$ cat src/rtl/arpc_pkg.sv
// Shared types and constants for the ARP address cache.
// Used by arp_address_cache and its port checker; no dependencies.
package arpc_pkg;

  localparam int IP_W  = 32;
  localparam int MAC_W = 48;
  localparam int IDX_W = 4;

  localparam logic OP_LOOKUP = 1'b0;
  localparam logic OP_INSERT = 1'b1;

  typedef enum logic [2:0] {
    ST_IDLE = 3'b001,
    ST_SCAN = 3'b010,
    ST_HOLD = 3'b100
  } state_t;

endpackage

$ cat src/rtl/arp_address_cache.sv
// ARP address cache top level: fully associative IPv4-to-MAC table with
// round-robin replacement. Depends on arpc_pkg.
//
// Request channel (req_valid / req_stall): one beat per request with
// operation (lookup or insert), ip_address and mac_address. Response channel
// (rsp_valid / rsp_stall): exactly one beat per request with hit, mac_result
// and entry_index, in request order.
//
// IP and MAC tables sit in two synchronous RAMs (registered read). A request
// walks the RAM one entry per cycle, comparing the entry read the cycle
// before, and stops at the first valid match; an insert writes back in the
// cycle the match or miss is decided. One request is in flight; req_stall
// drops once the result is in the output register, so a new request is not
// taken before the previous one has finished.
// A result that finishes while rsp_stall holds an earlier beat is parked and
// requests wait until the output register frees up.
// Reset clears the valid flops, the pointer and both handshakes; RAMs are not
// cleared, since an entry is only compared once its valid bit is set.
module arp_address_cache
  import arpc_pkg::*;
#(
  parameter int ENTRIES = 16
) (
  input  logic             clk,
  input  logic             rst,
  // request channel
  input  logic             req_valid,
  output logic             req_stall,
  input  logic             operation,
  input  logic [IP_W-1:0]  ip_address,
  input  logic [MAC_W-1:0] mac_address,
  // response channel
  output logic             rsp_valid,
  input  logic             rsp_stall,
  output logic             hit,
  output logic [MAC_W-1:0] mac_result,
  output logic [IDX_W-1:0] entry_index
);

  localparam int IW = $clog2(ENTRIES);

  // table storage
  logic [IP_W-1:0]  ip_mem  [ENTRIES];
  logic [MAC_W-1:0] mac_mem [ENTRIES];
  logic [IP_W-1:0]  ip_rd;
  logic [MAC_W-1:0] mac_rd;
  logic [ENTRIES-1:0] valid;
  logic [IW-1:0]      ptr;

  // request context
  state_t           state, state_next;
  logic             key_op;
  logic [IP_W-1:0]  key_ip;
  logic [MAC_W-1:0] key_mac;

  // walk control: scan_cnt is the next address to read, cmp_idx the
  // address whose data is on ip_rd / mac_rd when rd_pend is set
  logic [IW:0]   scan_cnt;
  logic          rd_pend;
  logic [IW-1:0] cmp_idx;

  // parked result
  logic             res_hit;
  logic [MAC_W-1:0] res_mac;
  logic [IDX_W-1:0] res_idx;

  logic             req_take;
  logic             slot_free;
  logic             match;
  logic             scan_over;
  logic             finish;
  logic             rd_en;
  logic [IW-1:0]    rd_addr;
  logic             wr_en;
  logic             wr_ip;
  logic [IW-1:0]    wr_addr;
  logic             fin_hit;
  logic [MAC_W-1:0] fin_mac;
  logic [IDX_W-1:0] fin_idx;

  assign req_stall = (state != ST_IDLE);
  assign req_take  = req_valid && !req_stall;
  assign slot_free = !rsp_valid || !rsp_stall;

  assign match     = rd_pend && valid[cmp_idx] && (ip_rd == key_ip);
  assign scan_over = !rd_pend && (scan_cnt == (IW+1)'(ENTRIES));
  assign finish    = (state == ST_SCAN) && (match || scan_over);
  assign rd_en     = (state == ST_SCAN) && !match && (scan_cnt != (IW+1)'(ENTRIES));
  assign rd_addr   = scan_cnt[IW-1:0];

  // insert: refresh the matched MAC, or claim the round-robin slot
  assign wr_en   = finish && (key_op == OP_INSERT);
  assign wr_ip   = !match;
  assign wr_addr = match ? cmp_idx : ptr;

  always_comb begin
    fin_hit = match;
    fin_mac = '0;
    fin_idx = '0;
    if (match) begin
      fin_idx = IDX_W'(cmp_idx);
      if (key_op == OP_LOOKUP) begin
        fin_mac = mac_rd;
      end
    end else if (key_op == OP_INSERT) begin
      fin_idx = IDX_W'(ptr);
    end
  end

  always_comb begin
    state_next = state;
    case (state)
      ST_IDLE: begin
        if (req_take) begin
          state_next = ST_SCAN;
        end
      end
      ST_SCAN: begin
        if (finish) begin
          state_next = slot_free ? ST_IDLE : ST_HOLD;
        end
      end
      ST_HOLD: begin
        if (slot_free) begin
          state_next = ST_IDLE;
        end
      end
      default: state_next = ST_IDLE;
    endcase
  end

  // control state
  always_ff @(posedge clk) begin
    if (rst) begin
      state     <= ST_IDLE;
      valid     <= '0;
      ptr       <= '0;
      scan_cnt  <= '0;
      rd_pend   <= 1'b0;
      rsp_valid <= 1'b0;
    end else begin
      state <= state_next;

      if (req_take) begin
        scan_cnt <= '0;
      end else if (rd_en) begin
        scan_cnt <= scan_cnt + (IW+1)'(1);
      end
      rd_pend <= rd_en;

      if (wr_en && wr_ip) begin
        valid[ptr] <= 1'b1;
        ptr <= (ptr == IW'(ENTRIES-1)) ? '0 : ptr + IW'(1);
      end

      if ((finish || (state == ST_HOLD)) && slot_free) begin
        rsp_valid <= 1'b1;
      end else if (!rsp_stall) begin
        rsp_valid <= 1'b0;
      end
    end
  end

  // RAMs: one read port for the walk, one write port for the write-back
  always_ff @(posedge clk) begin
    if (rd_en) begin
      ip_rd  <= ip_mem[rd_addr];
      mac_rd <= mac_mem[rd_addr];
    end
    if (wr_en) begin
      mac_mem[wr_addr] <= key_mac;
      if (wr_ip) begin
        ip_mem[wr_addr] <= key_ip;
      end
    end
  end

  // payload registers
  always_ff @(posedge clk) begin
    if (req_take) begin
      key_op  <= operation;
      key_ip  <= ip_address;
      key_mac <= mac_address;
    end
    if (rd_en) begin
      cmp_idx <= rd_addr;
    end
    if (finish) begin
      res_hit <= fin_hit;
      res_mac <= fin_mac;
      res_idx <= fin_idx;
    end
    if (finish && slot_free) begin
      hit         <= fin_hit;
      mac_result  <= fin_mac;
      entry_index <= fin_idx;
    end else if ((state == ST_HOLD) && slot_free) begin
      hit         <= res_hit;
      mac_result  <= res_mac;
      entry_index <= res_idx;
    end
  end

endmodule

$ cat config.mk
export PLATFORM = sky130hd
export DESIGN_NAME = arp_address_cache
export DESIGN_NICKNAME = d
export VERILOG_FILES = /design/src/rtl/arpc_pkg.sv /design/src/rtl/arp_address_cache.sv
export SDC_FILE = /design/constraint.sdc
export NUM_CORES = 2
export LEC_CHECK = 0
export BUFFER_PORTS_ARGS = -buffer_cell sky130_fd_sc_hd__buf_2
export CAP_MARGIN = 20
export CORE_MARGIN = 3
export CORE_UTILIZATION = 45
export CTS_CLUSTER_DIAMETER = 50
export CTS_CLUSTER_SIZE = 40
export DETAILED_ROUTE_END_ITERATION = 16
export PLACE_DENSITY_LB_ADDON = 0.25
export SETUP_SLACK_MARGIN = 0.2
export SLEW_MARGIN = 20
export SYNTH_ARGS = -nofsm -noshare
export SYNTH_HDL_FRONTEND = slang
export SYNTH_SLANG_ARGS = --single-unit
$ cat constraint.sdc
create_clock -name clk -period 10.6 [get_ports clk]
set_clock_uncertainty 0.1 [all_clocks]
set_input_delay 3.18 -clock clk [delete_from_list [all_inputs] [get_ports clk]]
set_output_delay 3.18 -clock clk [all_outputs]
set_load 0.005 [all_outputs]
# Word-level counts from Yosys, hierarchy flattened
# Memories as Yosys holds them, arrays and structs flattened. A register that Yosys moved wholly into a read port is not among the register bits.
# Index checks and enable logic that the tools add are counted.
# totals
regBits	221
ramBits	1280
in_bits	85
out_inout_bits	55
word_cells	88
memories	2
# mem_list
name	depth	word_bits	read_ports	rd_clocked_by_memory_dff	write_ports	line_no	text
mac_mem	16	48	1	1	1	arp_address_cache.sv:44	logic [MAC_W-1:0] mac_mem [ENTRIES];
ip_mem	16	32	1	1	1	arp_address_cache.sv:43	logic [IP_W-1:0] ip_mem [ENTRIES];
# classes
addsub	2
magnitude_cmp	3
eq_ne	12
muxes	28
bitwise	1
n_reduce_logical	24
# op_table
operator	n
48-bit two-way mux	4
32-bit == test	1
4-bit two-way mux	6
16-bit OR	1
1-bit logical AND	13
3-bit two-way mux	4
1-bit two-way mux	11
4-bit by 5-bit < comparator with 1-bit output (second input constant)	2
3-bit case mux with 3 select lines	1
2-bit inequality test (second input constant)	3
5-bit by 1-bit adder with 5-bit output (second input constant)	1
5-bit == test (second input constant)	1
1-bit logical NOT	5
5-bit inequality test (second input constant)	1
4-bit by 1-bit adder with 4-bit output (second input constant)	1
1-bit binary-select mux with 4-bit select	1
1-bit demux with 4-bit select	1
4-bit == test (second input constant)	1
4-bit by 1-bit greater-or-equal comparator with 1-bit output (second input constant)	1
3-bit by 1-bit == test with 1-bit output (second input constant)	1
3-bit by 2-bit == test with 1-bit output (second input constant)	1
3-bit == test (second input constant)	1
1-bit logical OR	3
3-bit by 1-bit inequality test with 1-bit output (second input constant)	1
other kinds (4)	4

# Logic depth before layout (Yosys ltp)
# depth
word_depth	9
depth_mapped	12
ltp_nobuf	8

# Worst setup path after synthesis
# Ideal clock, no wire load.
# synth_path
path_kind	register to register
startpoint	reg scan_cnt[0]
endpoint	reg scan_cnt[0]
setup_time_ps	398
arrival_time_ps	7952
required_ps	10102
slack_ps	2150
path_stages_with_launch	10
n_path_buf	3
synth_period_minus_slack_ps	8450
path_cell_list	dfxtp_1 > clkbuf_1 > buf_2 > buf_1 > inv_1 > ha_1 > nand2_1 > nor3_1 > nor3_1 > o21ai_0
# synth_between
elab_chain_len	2
elab_cells_between_ends	3
cone_classes	add/sub (1); eq/ne (1); reduce/logical (1)
# synth_lines
element	line_no	text
start: declaration	arp_address_cache.sv:58	logic [IW:0] scan_cnt;
start signal: assignment	arp_address_cache.sv:147	scan_cnt <= scan_cnt + (IW+1)'(1);
5-bit inequality test	arp_address_cache.sv:88	assign rd_en = (state == ST_SCAN) && !match && (scan_cnt != (IW+1)'(ENTRIES));
1-bit logical AND	arp_address_cache.sv:88	
net rd_en	arp_address_cache.sv:72	logic rd_en;
# The timed path passes the listed nets, and every way through them passes these cells.
# A chain may end at the register's enable or synchronous reset.

# Worst setup path in the final report
# layout_path
startpoint	reg key_ip[7]
endpoint	mem mac_mem[0][40] (enable)
# layout_between
elab_chain_len	7
elab_cells_between_ends	8
cone_classes	eq/ne (1); mux (3); reduce/logical (4)
# layout_lines
element	line_no	text
start: declaration	arp_address_cache.sv:53	logic [IP_W-1:0] key_ip;
start signal: assignment	arp_address_cache.sv:182	key_ip <= ip_address;
32-bit == test (*)	arp_address_cache.sv:85	assign match = rd_pend && valid[cmp_idx] && (ip_rd == key_ip);
1-bit logical AND (*)	arp_address_cache.sv:85	
1-bit logical OR	arp_address_cache.sv:87	assign finish = (state == ST_SCAN) && (match || scan_over);
1-bit logical AND	arp_address_cache.sv:87	
1-bit logical AND	arp_address_cache.sv:92	assign wr_en = finish && (key_op == OP_INSERT);
1-bit two-way mux	arp_address_cache.sv:170	if (wr_en) begin
1-bit two-way mux (not written as such)	arp_address_cache.sv:171	mac_mem[wr_addr] <= key_mac;
end: declaration	arp_address_cache.sv:44	
# Every way passes the cells marked *; elsewhere a longest branch is shown, timed or not.

==> impl_metrics.csv <==
group,metric,value,unit
status,status,"completed",
clock_network,cts_tree,"built",
worst_setup_path,critPathRequiredTime,10.86,ns
routing,drc_errors,0,
worst_setup_path,startpoint_type,"flip-flop",
yosys,synth_top_family_by_area,"multiplexers",
cells_and_area,drive_gt1_share,31.5,%
routing,firstDrtPassIters,5,
yosys,synth-compound-area-share,1.58,%
hold_path,hp-start,"valid[2]",
clock_network,clk_pin_slew_worst_paths,0.07,ns
sta,fin_crit,5.47,ns
clock_network,cts_sinks,1581,
worst_setup_path,reg2reg_depth,8,
clock_network,ctsResizeCount,0,
floorplan,start_util,45.5,%
sta,fin_crit_sh,51.6,%
power_and_ir_drop,power.density,183,nW/um2
power_and_ir_drop,total_power,12.3,mW
routing,totalWireLength,131000,um
floorplan,boundaryPins,140,
global_routing,antenna_found_initial,10,
global_routing,track_usage,19.5,%
yosys,avgSynthCellArea,24.0,um2
yosys,ys_seq_elements,1581,
yosys,synth_cell_types,52,
clock_network,cts_buffers,132,
sta,final-max-slew-violation-count,0,
cells_and_area,syn2layout_area_growth,12.9,%
global_routing,grt_max_degree,97,
worst_setup_path,reg2reg_slack,5.13,ns
power_and_ir_drop,p_leak,20.5,nW
worst_setup_path,cp_max_fo,57,
yosys,yosys.area_share.adder,0.127,%
sta,grt_setup_unrepaired,"no",
yosys,syn_inst,2471,
floorplan,core,130000,um2
hold_path,min_path_cells,2,
yosys,synth-edff-count,1551,
sta,max_clock_freq,183,MHz
floorplan,die-area,136000,um2
yosys,ys_async_sr_fraction,0,%
yosys,synth_xor_area_share,0.488,%
clock_network,clkLatencyLatePin,0.76,ns
worst_setup_path,worstSetupPathType,"reg -> reg",
clock_network,clk_path_buf_depth,3,
yosys,ys_seq_area_share,79.7,%
clock_network,root_buffer,"clkbuf_16",
yosys,netlist_area,59200,um2
sta,tightest_slew,1.17,ns
clock_network,cts_max_level,4,
placed_design,port_buffers,139,
placed_design,gpl.final_weighted_congestion,0.755,
yosys,synth_flop_cell,"edfxtp_1",
routing,drtIter0Drc,2844,
sta,slew_headroom,21.9,%
routing,via_count,26800,
worst_setup_path,crit_arrival,5.73,ns
floorplan,die_w,369,um
hold_path,hp-class,"reg -> reg",
worst_setup_path,end_kind,"flip-flop",
hold_path,min_to,"valid[2]",
worst_setup_path,rr_endpoint,"mac_mem[0][40]",
global_routing,grt_pass1_vias,27500,
sta,hold_violations,0,
sta,setup_tns,0,ns
power_and_ir_drop,ir_drop,133,uV
cells_and_area,nets,2759,
sta,finalSetupViolCount,0,
yosys,muxShareOfSynthArea,15.4,%
placed_design,hpwl,67400,um
worst_setup_path,r2r_start,"key_ip[7]",
yosys,yosys.area_share.simple,1.73,%
clock_network,cts_setup_buffers,0,
clock_network,cts_hold_buf,0,
sta,whs,0.376,ns
floorplan,rows,132,
worst_setup_path,startpoint,"key_ip[7]",
routing,vias_per_cell,5.93,
cells_and_area,fillCellCount,9997,
yosys,synthesis.nets,2562,
floorplan,chipHeight,369,um
routing,ant_nets,0,
global_routing,grt_overflow,0,
routing,wl_per_cell,29.0,um
global_routing,grt_pass1_wl,191000,um
yosys,synth_warnings,0,
flow_run,cap_violations,0,
[metrics by stage]
stage	utilization, %	setup WS (ns)	area (um2)	std cells
after global routing	51.4	4.71	66800	4512
after detailed placement	47.9	4.83	62300	4276
after CTS	51.4	4.82	66800	4512
after floorplan	-	2.15	59200	2471
after global placement	47.9	5.06	62200	4275
final	51.4	5.13	66800	4516
[cell families after synthesis]
logic type               Yosys count
multiplexers                     405
AND/OR/NAND/NOR                  184
XOR/XNOR                          33
AO/OA/AOI/OAI                    121
adder cells (fa/ha/maj)            6
flip-flops                      1581
buffers and inverters            141
[synth_stat cells (11+ instances only)]
library cell	n	area (um2)
xnor2_1	28	245
nand4_1	17	106
buf_2	12	60.1
mux4_2	404	9100
and3_1	55	344
clkbuf_1	89	334
nor3_1	11	55.1
nand2_1	26	97.6
dfxtp_1	30	601
a21oi_1	27	135
buf_1	22	82.6
o21bai_1	11	82.6
o21ai_0	12	60.1
nor2_1	32	120
edfxtp_1	1551	46600
a32o_1	48	480
[layer usage]
metal  GRT usage [%]  part of all wire [%]
met1            27.2                    41
met2            30.8                    49
met3            4.76                   8.3
met4            5.72                   2.4
met5               0                 0.021
[state kept, by name, indices dropped and copies added, names as in the netlist, 3 cells and up]
register and cells:
key_mac 48, ptr 4, mac_mem 768, mac_result 48, valid 16, res_idx 4, scan_cnt 5, state 3
key_ip 32, ip_rd 32, ip_mem 512, cmp_idx 4, mac_rd 48, entry_index 4, res_mac 48
[worst max-delay path: stages, from the launching register on]
cell      delay, ns
edfxtp_1       0.60
xnor2_1        0.44
nand4_1        0.29
nor4_1         0.60
nand4_2        0.43
clkinv_2       0.77
nand3_1        0.52
o21bai_4       0.63
buf_4          0.67
[placed cells by master (no fill, tap or decap), types with 5 or more instances in the layout]
cell type,count
a32o_1,48
o22ai_4,6
xnor2_1,28
nand4_1,17
nand2_1,26
nor2_1,26
bufinv_16,9
clkinv_8,8
o21bai_4,10
nand3_1,9
dfxtp_1,26
a21oi_1,27
clkbuf_1,6
clkinv_2,13
nor3_2,5
ha_1,6
clkinv_1,10
edfxtp_1,1551
o21ai_0,12
clkinvlp_4,5
clkinv_4,7
inv_12,5
buf_2,139
inv_8,15
buf_4,53
nor4_1,5
nor3_1,7
and3_1,51
inv_1,7
clkbuf_16,139
mux4_2,404
inv_6,21
xor2_1,5
nor2_4,6
[power by group]
group	leakage [nW]	total (mW)	switching [mW]	internal, mW
Clock	2.22	5.06	2.35	2.71
Sequential	14.5	7.03	0.107	6.92
Combinational	3.86	0.165	0.0966	0.0687
[worst max-delay path by stage]
stage                                 to  slack (ns)  depth (start not counted)
final                     mac_mem[0][40]        5.13                          8
after global routing      mac_mem[0][40]        4.71                          8
after detailed placement  mac_mem[0][35]        4.83                          8
after floorplan              scan_cnt[0]        2.15                          9
after CTS                 mac_mem[0][40]        4.82                          8
after global placement    mac_mem[0][37]        5.06                          8
[cell type report]
type                       count  area (um2)  area share (%)
sequential                  1581       47200            70.6
multi-input combinational    749       11700            17.6
clock buffer                 145        3500            5.24
tap                         1742        2180            3.26
timing repair buffer         193        1120            1.68
clock inverter                91        1040            1.56
inverter                      11        43.8          0.0655
antenna                        4        10.0          0.0150
No activity file was read; power rests on OpenSTA's default activity.
